`src/rtl/core/lep_pkg.sv`:
```
// Package for the LED effect PWM controller: mode codes, effect intervals,
// level limits, period reset value and the divide-by-255 constant. No dependencies.
package lep_pkg;

  typedef enum logic [2:0] {
    MODE_OFF    = 3'd0,
    MODE_ON     = 3'd1,
    MODE_BLINK  = 3'd2,
    MODE_FBLINK = 3'd3,
    MODE_CYCLE  = 3'd4,
    MODE_FCYCLE = 3'd5,
    MODE_CUSTOM = 3'd6
  } led_mode_t;

  localparam logic [31:0] BLINK_MS  = 32'd550;
  localparam logic [31:0] FBLINK_MS = 32'd175;
  localparam logic [31:0] CYCLE_MS  = 32'd8;
  localparam logic [31:0] FCYCLE_MS = 32'd2;

  localparam logic [7:0]  LEVEL_MAX = 8'd255;
  localparam logic [7:0]  LEVEL_MIN = 8'd0;

  localparam logic [15:0] PERIOD_RESET = 16'd640;

  // ceil(2^32 / 255); exact quotient for every dividend below 2^24
  localparam logic [24:0] RECIP_255 = 25'h1010102;

endpackage

```
`src/rtl/core/lep_in_if.sv`:
```
// Input channel of the LED effect PWM controller: one update call per
// transaction. Depends on nothing.
interface lep_in_if;
  logic        valid;
  logic        ready;
  logic [2:0]  led_mode;
  logic [7:0]  custom_level;
  logic [31:0] now_ms;

  modport source (output valid, output led_mode, output custom_level, output now_ms,
                  input ready);
  modport sink   (input valid, input led_mode, input custom_level, input now_ms,
                  output ready);
endinterface

```
`src/rtl/core/lep_out_if.sv`:
```
// Result channel of the LED effect PWM controller: level and PWM compare
// value per transaction. Depends on nothing.
interface lep_out_if;
  logic        valid;
  logic        ready;
  logic [7:0]  level_out;
  logic [15:0] compare_value;

  modport source (output valid, output level_out, output compare_value, input ready);
  modport sink   (input valid, input level_out, input compare_value, output ready);
endinterface

```
`src/rtl/core/led_effect_pwm_controller.sv`:
```
// Top level of the LED effect PWM controller (active-low LED).
// Depends on lep_pkg, lep_in_if and lep_out_if.
//
//   channel      dir   handshake        payload
//   in_ch        in    valid/ready      led_mode, custom_level, now_ms
//   out_ch       out   valid/ready      level_out, compare_value
//   period_*     in    write enable     period_wdata (PWM auto-reload)
//
// One transaction per cycle sustained while out_ch is ready; each result is
// registered in stage A, stage B and the output register, then held valid
// on out_ch until out_ch is ready. The rate is set by the effect state update
// (level, ramp direction, last change time), whose loop closes within stage A.
// The duty scaling runs in two multiplier stages behind it.
// Reset is synchronous; there is no clearing pass.
// Each stage holds while the one after it is full and stalled, so input
// transactions keep being accepted into empty stages while a result waits on out_ch.
module led_effect_pwm_controller
  import lep_pkg::*;
(
  input  logic         clk,
  input  logic         rst,
  input  logic         period_we,
  input  logic [15:0]  period_wdata,
  lep_in_if.sink       in_ch,
  lep_out_if.source    out_ch
);

  // Configuration register
  logic [15:0] period_count;

  always_ff @(posedge clk) begin
    if (rst) begin
      period_count <= PERIOD_RESET;
    end else if (period_we) begin
      period_count <= period_wdata;
    end
  end

  // Stage advance chain: a stage may load when empty or when it drains.
  logic a_valid, b_valid, out_valid;
  logic a_adv, b_adv, out_adv, in_fire;

  assign out_adv  = !out_valid || out_ch.ready;
  assign b_adv    = !b_valid || out_adv;
  assign a_adv    = !a_valid || b_adv;
  assign in_ch.ready = a_adv;
  assign in_fire  = in_ch.valid && a_adv;

  // ---------------------------------------------------------------------
  // Stage A: effect state update. Everything that feeds the next
  // transaction lives here so a new update can follow every cycle while stage A can advance.
  // ---------------------------------------------------------------------
  logic [7:0]  current_level, current_level_next;
  logic        ramp_up, ramp_up_next;
  logic [31:0] last_change_time, last_change_time_next;
  logic [31:0] elapsed;
  logic        level_changed;

  assign elapsed = in_ch.now_ms - last_change_time;

  always_comb begin
    current_level_next    = current_level;
    ramp_up_next          = ramp_up;
    last_change_time_next = last_change_time;
    case (led_mode_t'(in_ch.led_mode))
      MODE_OFF: begin
        current_level_next = LEVEL_MAX;
      end
      MODE_ON: begin
        current_level_next = LEVEL_MIN;
      end
      MODE_BLINK, MODE_FBLINK: begin
        if (elapsed > ((in_ch.led_mode == MODE_BLINK) ? BLINK_MS : FBLINK_MS)) begin
          current_level_next    = (current_level == LEVEL_MIN) ? LEVEL_MAX : LEVEL_MIN;
          last_change_time_next = in_ch.now_ms;
        end
      end
      MODE_CYCLE, MODE_FCYCLE: begin
        if (elapsed > ((in_ch.led_mode == MODE_CYCLE) ? CYCLE_MS : FCYCLE_MS)) begin
          // Reverse at either end of the ramp, then step by one.
          if (current_level == LEVEL_MIN) begin
            ramp_up_next = 1'b1;
          end else if (current_level == LEVEL_MAX) begin
            ramp_up_next = 1'b0;
          end
          current_level_next    = ramp_up_next ? current_level + 8'd1
                                               : current_level - 8'd1;
          last_change_time_next = in_ch.now_ms;
        end
      end
      default: begin
        // Custom level; the unused code behaves the same way.
        current_level_next = in_ch.custom_level;
      end
    endcase
  end

  assign level_changed = (current_level_next != current_level);

  always_ff @(posedge clk) begin
    if (rst) begin
      current_level    <= LEVEL_MIN;
      ramp_up          <= 1'b1;
      last_change_time <= '0;
    end else if (in_fire) begin
      current_level    <= current_level_next;
      ramp_up          <= ramp_up_next;
      last_change_time <= last_change_time_next;
    end
  end

  logic [7:0] a_level;
  logic       a_changed;

  always_ff @(posedge clk) begin
    if (rst) begin
      a_valid <= 1'b0;
    end else if (a_adv) begin
      a_valid <= in_fire;
    end
  end

  always_ff @(posedge clk) begin
    if (in_fire) begin
      a_level   <= current_level_next;
      a_changed <= level_changed;
    end
  end

  // ---------------------------------------------------------------------
  // Stage B: full period x level. User keeps Period stable while items flow; unenforced.
  // ---------------------------------------------------------------------
  logic [16:0] period_full;
  logic [24:0] b_prod;
  logic [7:0]  b_level;
  logic        b_changed;

  assign period_full = {1'b0, period_count} + 17'd1;

  always_ff @(posedge clk) begin
    if (rst) begin
      b_valid <= 1'b0;
    end else if (b_adv) begin
      b_valid <= a_valid;
    end
  end

  always_ff @(posedge clk) begin
    if (b_adv && a_valid) begin
      b_prod    <= 25'(period_full) * 25'(a_level);
      b_level   <= a_level;
      b_changed <= a_changed;
    end
  end

  // ---------------------------------------------------------------------
  // Stage C: divide by 255 through the reciprocal (the end levels take exact
  // values), then update the held duty compare value only when the level moved.
  // ---------------------------------------------------------------------
  logic [49:0] recip_prod;
  logic [15:0] scaled;
  logic [15:0] duty_compare, duty_compare_next;
  logic [7:0]  level_q;

  assign recip_prod = 50'(b_prod) * 50'(RECIP_255);
  assign scaled     = recip_prod[47:32];

  always_comb begin
    duty_compare_next = duty_compare;
    if (b_changed) begin
      if (b_level == LEVEL_MAX) begin
        duty_compare_next = period_full[15:0];
      end else if (b_level == LEVEL_MIN) begin
        duty_compare_next = '0;
      end else begin
        duty_compare_next = scaled;
      end
    end
  end

  always_ff @(posedge clk) begin
    if (rst) begin
      out_valid    <= 1'b0;
      duty_compare <= '0;
    end else if (out_adv) begin
      out_valid <= b_valid;
      if (b_valid) begin
        duty_compare <= duty_compare_next;
      end
    end
  end

  always_ff @(posedge clk) begin
    if (out_adv && b_valid) begin
      level_q <= b_level;
    end
  end

  assign out_ch.valid         = out_valid;
  assign out_ch.level_out     = level_q;
  assign out_ch.compare_value = duty_compare;

`ifndef NO_ASSERTIONS
  // A level of zero always carries a zero compare value.
  a_zero_level_zero_duty: assert property (@(posedge clk) disable iff (rst)
    (out_ch.valid && out_ch.level_out == LEVEL_MIN) |-> (out_ch.compare_value == 16'd0))
    else $error("level 0 delivered with nonzero compare value");

  // Mode on forces the LED fully lit (level 0) on the next cycle.
  a_mode_on_level: assert property (@(posedge clk) disable iff (rst)
    (in_fire && in_ch.led_mode == MODE_ON) |=> (current_level == LEVEL_MIN))
    else $error("mode on did not force level 0");

  // Mode off forces the LED dark (level 255) on the next cycle.
  a_mode_off_level: assert property (@(posedge clk) disable iff (rst)
    (in_fire && in_ch.led_mode == MODE_OFF) |=> (current_level == LEVEL_MAX))
    else $error("mode off did not force level 255");
`endif

endmodule

```
`src/flat_wrapper.sv`:
```
// flat-port wrapper written by rule: the top's interface ports become plain ports
module led_effect_pwm_controller_flat import lep_pkg::*;
  (clk, rst, period_we, period_wdata, in_ch_valid, in_ch_led_mode, in_ch_custom_level, in_ch_now_ms, in_ch_ready, out_ch_valid, out_ch_level_out, out_ch_compare_value, out_ch_ready);
  lep_in_if in_ch_i ();
  lep_out_if out_ch_i ();
  input  logic clk;
  input  logic rst;
  input  logic period_we;
  input  logic [15:0] period_wdata;
  input wire logic [$bits(in_ch_i.valid)-1:0] in_ch_valid;
  input wire logic [$bits(in_ch_i.led_mode)-1:0] in_ch_led_mode;
  input wire logic [$bits(in_ch_i.custom_level)-1:0] in_ch_custom_level;
  input wire logic [$bits(in_ch_i.now_ms)-1:0] in_ch_now_ms;
  output wire logic [$bits(in_ch_i.ready)-1:0] in_ch_ready;
  output wire logic [$bits(out_ch_i.valid)-1:0] out_ch_valid;
  output wire logic [$bits(out_ch_i.level_out)-1:0] out_ch_level_out;
  output wire logic [$bits(out_ch_i.compare_value)-1:0] out_ch_compare_value;
  input wire logic [$bits(out_ch_i.ready)-1:0] out_ch_ready;
  assign in_ch_i.valid = in_ch_valid;
  assign in_ch_i.led_mode = in_ch_led_mode;
  assign in_ch_i.custom_level = in_ch_custom_level;
  assign in_ch_i.now_ms = in_ch_now_ms;
  assign in_ch_ready = in_ch_i.ready;
  assign out_ch_valid = out_ch_i.valid;
  assign out_ch_level_out = out_ch_i.level_out;
  assign out_ch_compare_value = out_ch_i.compare_value;
  assign out_ch_i.ready = out_ch_ready;
  led_effect_pwm_controller u_core (.clk(clk), .rst(rst), .period_we(period_we), .period_wdata(period_wdata), .in_ch(in_ch_i), .out_ch(out_ch_i));
endmodule
```
`config.mk`:
```
export PLATFORM = sky130hd
export DESIGN_NAME = led_effect_pwm_controller_flat
export DESIGN_NICKNAME = d
export VERILOG_FILES = /design/src/rtl/core/lep_pkg.sv /design/src/rtl/core/lep_in_if.sv /design/src/rtl/core/lep_out_if.sv /design/src/rtl/core/led_effect_pwm_controller.sv /design/src/flat_wrapper.sv
export SDC_FILE = /design/constraint.sdc
export NUM_CORES = 1
export LEC_CHECK = 0
export ABC_AREA = 0
export BUFFER_PORTS_ARGS = -buffer_cell sky130_fd_sc_hd__buf_2
export CAP_MARGIN = 15
export CORE_AREA = 2 2 167 169
export CTS_BUF_LIST = sky130_fd_sc_hd__clkbuf_8
export DETAILED_ROUTE_END_ITERATION = 7
export DIE_AREA = 0 0 169 171
export GPL_ROUTABILITY_DRIVEN = 0
export PLACE_DENSITY = 0.78
export SLEW_MARGIN = 20
export SYNTH_ARGS = -nofsm -noshare
export SYNTH_HDL_FRONTEND = slang
export SYNTH_SLANG_ARGS = --single-unit
```
`constraint.sdc`:
```
create_clock -name clk -period 7.62 [get_ports clk]
set_input_delay 0.762 -clock clk [delete_from_list [all_inputs] [get_ports clk]]
set_output_delay 0.762 -clock clk [all_outputs]
set_load 0.03 [all_outputs]
```
* Yosys cells after proc, flatten, opt, wreduce, memory -nomap -nowiden
Cells that the tools add are included.
** Storage, ports and cells
- Register bits :: 127
- Logic and storage cells :: 66
** Cells by class
- $add $sub $neg :: 4
- $mul :: 2
- $lt $le $gt $ge :: 2
- Equal/unequal tests :: 10
- Mux-type cells :: 16
- Reductions and logical operators :: 18
** Operator list (number)
- greater-than comparator 32 bit :: 2
- 2-to-1 mux 32 bit :: 2
- case mux 32 bit (2 select lines) :: 1
- multiplier 25 x 24 -> 47 bit (second input constant) :: 1
- 2-to-1 mux 16 bit :: 2
- 2-to-1 mux 8 bit :: 4
- case mux 8 bit (4 select lines) :: 1
- subtractor 32 bit :: 1
- multiplier 17 x 8 -> 25 bit :: 1
- adder 16 x 1 -> 17 bit (second input constant) :: 1
- == test 8 bit (second input constant) :: 2
- logical NOT 8 bit :: 2
- 2-to-1 mux 10 bit :: 1
- adder 8 x 1 -> 8 bit (second input constant) :: 1
- != test 8 bit :: 1
- subtractor 8 x 1 -> 8 bit (second input constant) :: 1
- == test 3 x 2 -> 1 bit (second input constant) :: 2
- == test 3 bit (second input constant) :: 2
- AND reduction 3 bit :: 2
- 2-to-1 mux 1 bit :: 4
- 2-to-1 mux 4 bit :: 1
- != test 2 x 1 -> 1 bit (second input constant) :: 2
- AND reduction 4 bit :: 1
- OR reduction 2 bit :: 2
- other kinds (6) :: 12

* Longest topological paths before layout
- Depth after elaboration :: 9
- Depth in mapped cells :: 25

* Worst setup path before layout
No wires, ideal clock.
- Kind :: register to register
- Start :: register u_core.period_count[2]
- End :: register u_core.b_prod[24] (data pin)
- Setup time :: 260 ps
- Arrival time :: 5775 ps
- Data required time :: 7360 ps
- Setup slack :: 1585 ps
- Cell stages (with the launch flop) :: 24
- Path buffers :: 0
- Clock period less this slack :: 6035 ps
- Cells stage by stage :: dfxtp_1 -> nand3_1 -> nor2_1 -> nand2_1 -> or2_2 -> xor2_1 -> nor2b_1 -> fa_1 -> fa_1 -> fa_1 -> inv_1 -> fa_1 -> inv_1 -> ha_1 -> or2_2 -> a21oi_1 -> a21oi_1 -> a21oi_1 -> nor2b_1 -> o21a_1 -> or4_1 -> a311oi_1 -> a21oi_1 -> xnor2_1
** Between the ends
- Longest elaborated chain between the ends :: 2
** Ends and longest elaborated chain
- start, declared :: line led_effect_pwm_controller.sv:29 : logic [15:0] period_count;
- start signal, assigned :: line led_effect_pwm_controller.sv:35 : period_count <= period_wdata;
- adder 16 x 1 -> 17 bit :: line led_effect_pwm_controller.sv:138 : assign period_full = {1'b0, period_count} + 17'd1;
- multiplier 17 x 8 -> 25 bit :: line led_effect_pwm_controller.sv:150 : b_prod <= 25'(period_full) * 25'(a_level);
- end signal, assigned :: line led_effect_pwm_controller.sv:150
- end, declared :: line led_effect_pwm_controller.sv:134 : logic [24:0] b_prod;
No other way between the ends.
A chain may end at the register's enable or synchronous reset.

* Worst setup path after layout
- Start :: register u_core.period_count[0]
- End :: register u_core.b_prod[24] (data pin)
The elaborated chain is that of the path after synthesis.

==> run_results.csv <==
group,metric,value,unit
clock_tree,htreeDepth,4,
floorplan,core_area,27300,um2
route,wl_per_cell,17.8,um
setup_path,cp.arrival,6.95,ns
setup_path,critPathCaptureType,"flip-flop",
grt,use_met3,5.32,%
route,viasPerCell,6.05,
clock_tree,cts_buffer_depth,2,
power,max-vdd-ir-drop,0.000219,V
route,drtIter0Drc,1027,
grt,grt_overflow,0,
timing,slew_violations,0,
layout,area_growth,7.18,%
grt,grtUsageMet1,36.3,%
min_path,hold_depth,0,
route,ant_nets,0,
grt,grt_start_max_net_pins,77,
setup_path,worst_path_most_repeated_cell,"fa_1",
synth,synth-edff-count,51,
power,power.density,310,nW/um2
setup_path,crit_chain,"buf_4 > ha_1 > nand3_1 > xnor2_1 > and2_1 > fa_1 > fa_1 > inv_1 > fa_1 > inv_1 > fa_1 > ha_1 > and2_1 > o21ai_0 > o31a_1 > a21oi_1 > a21oi_1 > nor2b_1 > o21a_1 > or4_1 > a311oi_1 > a21oi_1 > xnor2_1",
layout,layout-drive-gt1-share,8.40,%
floorplan,die_y,171,um
setup_path,r2r_cells,23,
place,post-dp-hpwl,32.1,mm
setup_path,rrSetupSlack,0.90,ns
setup_path,worstPathMaxFanout,14,
layout,nets,2331,
grt,busiest_layer,"met2",
power,p_total,5.35,mW
timing,period_share,88.2,%
floorplan,rows,61,
power,p_leak,8.25,nW
place,place_area,16800,um2
synth,synth_area_leaders,"ha_1, fa_1, edfxtp_1",
route,dr_total_vias,13600,
setup_path,rr_endpoint,"u_core.b_prod[24]",
synth,syn_avg_cell_area,8.81,um2
clock_tree,insertion_delay,0.48,ns
clock_tree,clk_pin_slew_worst_paths,0.08,ns
grt,grt_pass1_wl,65.7,mm
grt,antenna_found_initial,0,
floorplan,fp.dieW,169,um
synth,synth_cell_types,94,
synth,ys.flop_type,"dfxtp_1",
timing,period_minus_slack,6.72,ns
floorplan,start_util,59.0,%
min_path,hold-path-endpoint,"u_core.b_changed",
timing,rsz0062_at_grt,"no",
setup_path,reg2reg_from,"u_core.period_count[0]",
place,port_buffers,89,
grt,grt_pass1_vias,13600,
clock_tree,cts_tree,"yes",
clock_tree,cts_buffers,17,
synth,async_flop_share,0,%
synth,yosys_warnings,0,
timing,skew,0.0205,ns
timing,fmax,0.149,GHz
clock_tree,root_buffer,"clkbuf_8",
clock_tree,clock_sinks,127,
setup_path,cp_data_required_time,7.85,ns
min_path,hold_path_class,"reg2reg",
setup_path,startpoint_type,"flip-flop",
grt,grtUsageTotal,28.3,%
floorplan,die_area,28900,um2
min_path,hp-start,"u_core.a_changed",
synth,synth-seq-area-share,19.0,%
setup_path,slowest_stage,"xnor2_1",
synth,synth_top_area_share,20.6,%
synth,yosysTopAreaCell,"ha_1",
synth,syn-cell-area,16100,um2
timing,fin_tns_setup,0,ns
clock_tree,cts_setup_buffers,0,
route,routed_wl,40.1,mm
timing,tightest_slew,1.08,ns
timing,finalHoldViolCount,0,
clock_tree,post_cts_resized,0,
layout,layout.cell_area.non_filler,17300,um2
layout,antenna_cells,0,
route,drc,0,
timing,relSlewSlack,27.3,%
floorplan,io_pins,90,
grt,grtUsageMet2,47.4,%
route,drt_pre_antenna_iters,6,
clock_tree,hold_buffers,0,
timing,setup_viol,0,
setup_path,crit_type,"reg2reg",
run_status,status,"finished clean",
layout,fin_util,63.2,%
synth,synthCells,1829,
synth,yosys_register_bits,127,
setup_path,critPathMaxStageDelay,0.68,ns
synth,synth_nets,2268,
run,cap_violations,0,
==> layout make-up <==
| cell class | instances | area [um2] |
|---|---|---|
| well taps | 346 | 433 |
| clock inverters | 14 | 180 |
| repair buffers | 96 | 518 |
| flip-flops and latches | 127 | 3050 |
| clock buffers | 18 | 248 |
| multi-input cells | 1387 | 11800 |
| inverters | 263 | 987 |
| fillers | 2300 | 10100 |
==> power breakdown <==
part	leakage, nW	switching, mW	total (mW)	internal [mW]
clock network	0.217	0.316	0.655	0.339
logic	6.93	2.13	3.75	1.62
registers	1.10	0.129	0.953	0.824
==> through the flow <==
step                instances  hold slack, ns  setup slack (ns)
floorplan                1829           0.400              1.59
global placement         2218           0.401              1.13
detailed placement       2218           0.412             0.902
CTS                      2250           0.419             0.895
global route             2251           0.446             0.455
finish                   2251           0.423             0.898
==> state kept, by name (all words and copies together), names as in the netlist <==
register                     flops
u_core.b_level                   8
u_core.b_changed                 1
u_core.ramp_up                   1
u_core.b_prod                   25
u_core.a_changed                 1
u_core.a_level                   8
u_core.last_change_time         32
u_core.out_ch.valid              1
u_core.out_ch.level_out          8
u_core.out_ch.compare_value     16
u_core.b_valid                   1
u_core.current_level             8
u_core.period_count             16
u_core.a_valid                   1
==> routing by layer <==
layer / part of all wire, % / up-vias
li1: - / 6450
met1: 44 / 6537
met2: 46 / 523
met3: 6.7 / 99
met4: 3.6 / 0
met5: 0 / -
==> cell usage in the layout (no fill, tap or decap), types with 13 or more instances in the layout <==
cell and count:
a211oi_1 15, a21o_1 22, a21oi_1 87, a31oi_1 13
and2_1 49, buf_2 89, clkbuf_8 18, dfxtp_1 76
edfxtp_1 51, fa_1 110, ha_1 265, inv_1 264
mux2i_1 50, nand2_1 111, nand2b_1 26, nand3_1 36
nand4_1 25, nor2_1 158, nor2b_1 61, nor3_1 31
nor4_1 16, o211ai_1 16, o21a_1 19, o21ai_0 29
o21bai_1 13, xnor2_1 47, xor2_1 18
==> worst max-delay path: cells and delay by family, from the launching register on <==
kind,cells,cell delay [ns]
buffers and inverters,3,0.32
AOI/OAI and AO/OA,7,1.35
adders and majority gates,6,2.63
and+or+nand+nor,5,1.04
DFF,1,0.33
xor gates and xnor gates,2,0.82
==> logic make-up after synthesis <==
family                   count (synthesis)  share of synthesized area [%]
multiplexers                            50                           3.11
XOR/XNOR                                65                           3.53
adder cells (fa/ha/maj)                375                           34.3
AND/OR/NAND/NOR                        570                           18.2
flip-flops                             127                           19.0
buffers and inverters                  315                           7.58
AO/OA/AOI/OAI                          327                           14.4
==> Yosys cell counts, types with 4 or more instances <==
| cell | instances |
|---|---|
| ha_1 | 265 |
| inv_1 | 263 |
| nor2_1 | 158 |
| nand2_1 | 111 |
| fa_1 | 110 |
| a21oi_1 | 87 |
| dfxtp_1 | 76 |
| nor2b_1 | 61 |
| edfxtp_1 | 51 |
| mux2i_1 | 50 |
| and2_1 | 49 |
| xnor2_1 | 47 |
| nand3_1 | 36 |
| nor3_1 | 31 |
| clkbuf_1 | 30 |
| o21ai_0 | 29 |
| nand2b_1 | 26 |
| nand4_1 | 25 |
| a21o_1 | 22 |
| o21a_1 | 19 |
| xor2_1 | 18 |
| nor4_1 | 16 |
| o211ai_1 | 16 |
| a211oi_1 | 15 |
| a31oi_1 | 13 |
| buf_2 | 13 |
| o21bai_1 | 13 |
| and3_1 | 12 |
| o21ai_1 | 9 |
| o221ai_1 | 9 |
| o22ai_1 | 9 |
| a211o_1 | 8 |
| a221oi_1 | 8 |
| or2_2 | 7 |
| a21boi_0 | 6 |
| or4_1 | 6 |
| o31a_1 | 5 |
| o31ai_1 | 5 |
| or3_1 | 5 |
| a21oi_2 | 4 |
| buf_1 | 4 |
| buf_4 | 4 |
| o2111ai_1 | 4 |
| o32a_1 | 4 |
==> worst max path at each step <==
| stage | to | from | cells past startpoint | slack, ns |
|---|---|---|---|---|
| after global placement | u_core.b_prod[24] | u_core.period_count[0] | 23 | 1.13 |
| final | u_core.b_prod[24] | u_core.period_count[0] | 23 | 0.90 |
| after floorplan | u_core.b_prod[24] | u_core.period_count[2] | 23 | 1.59 |
| after global routing | u_core.b_prod[24] | u_core.period_count[0] | 25 | 0.45 |
| after detailed placement | u_core.b_prod[24] | u_core.period_count[0] | 23 | 0.90 |
| after CTS | u_core.b_prod[24] | u_core.period_count[0] | 23 | 0.90 |
Note: power is estimated with default switching activity, not from simulation.
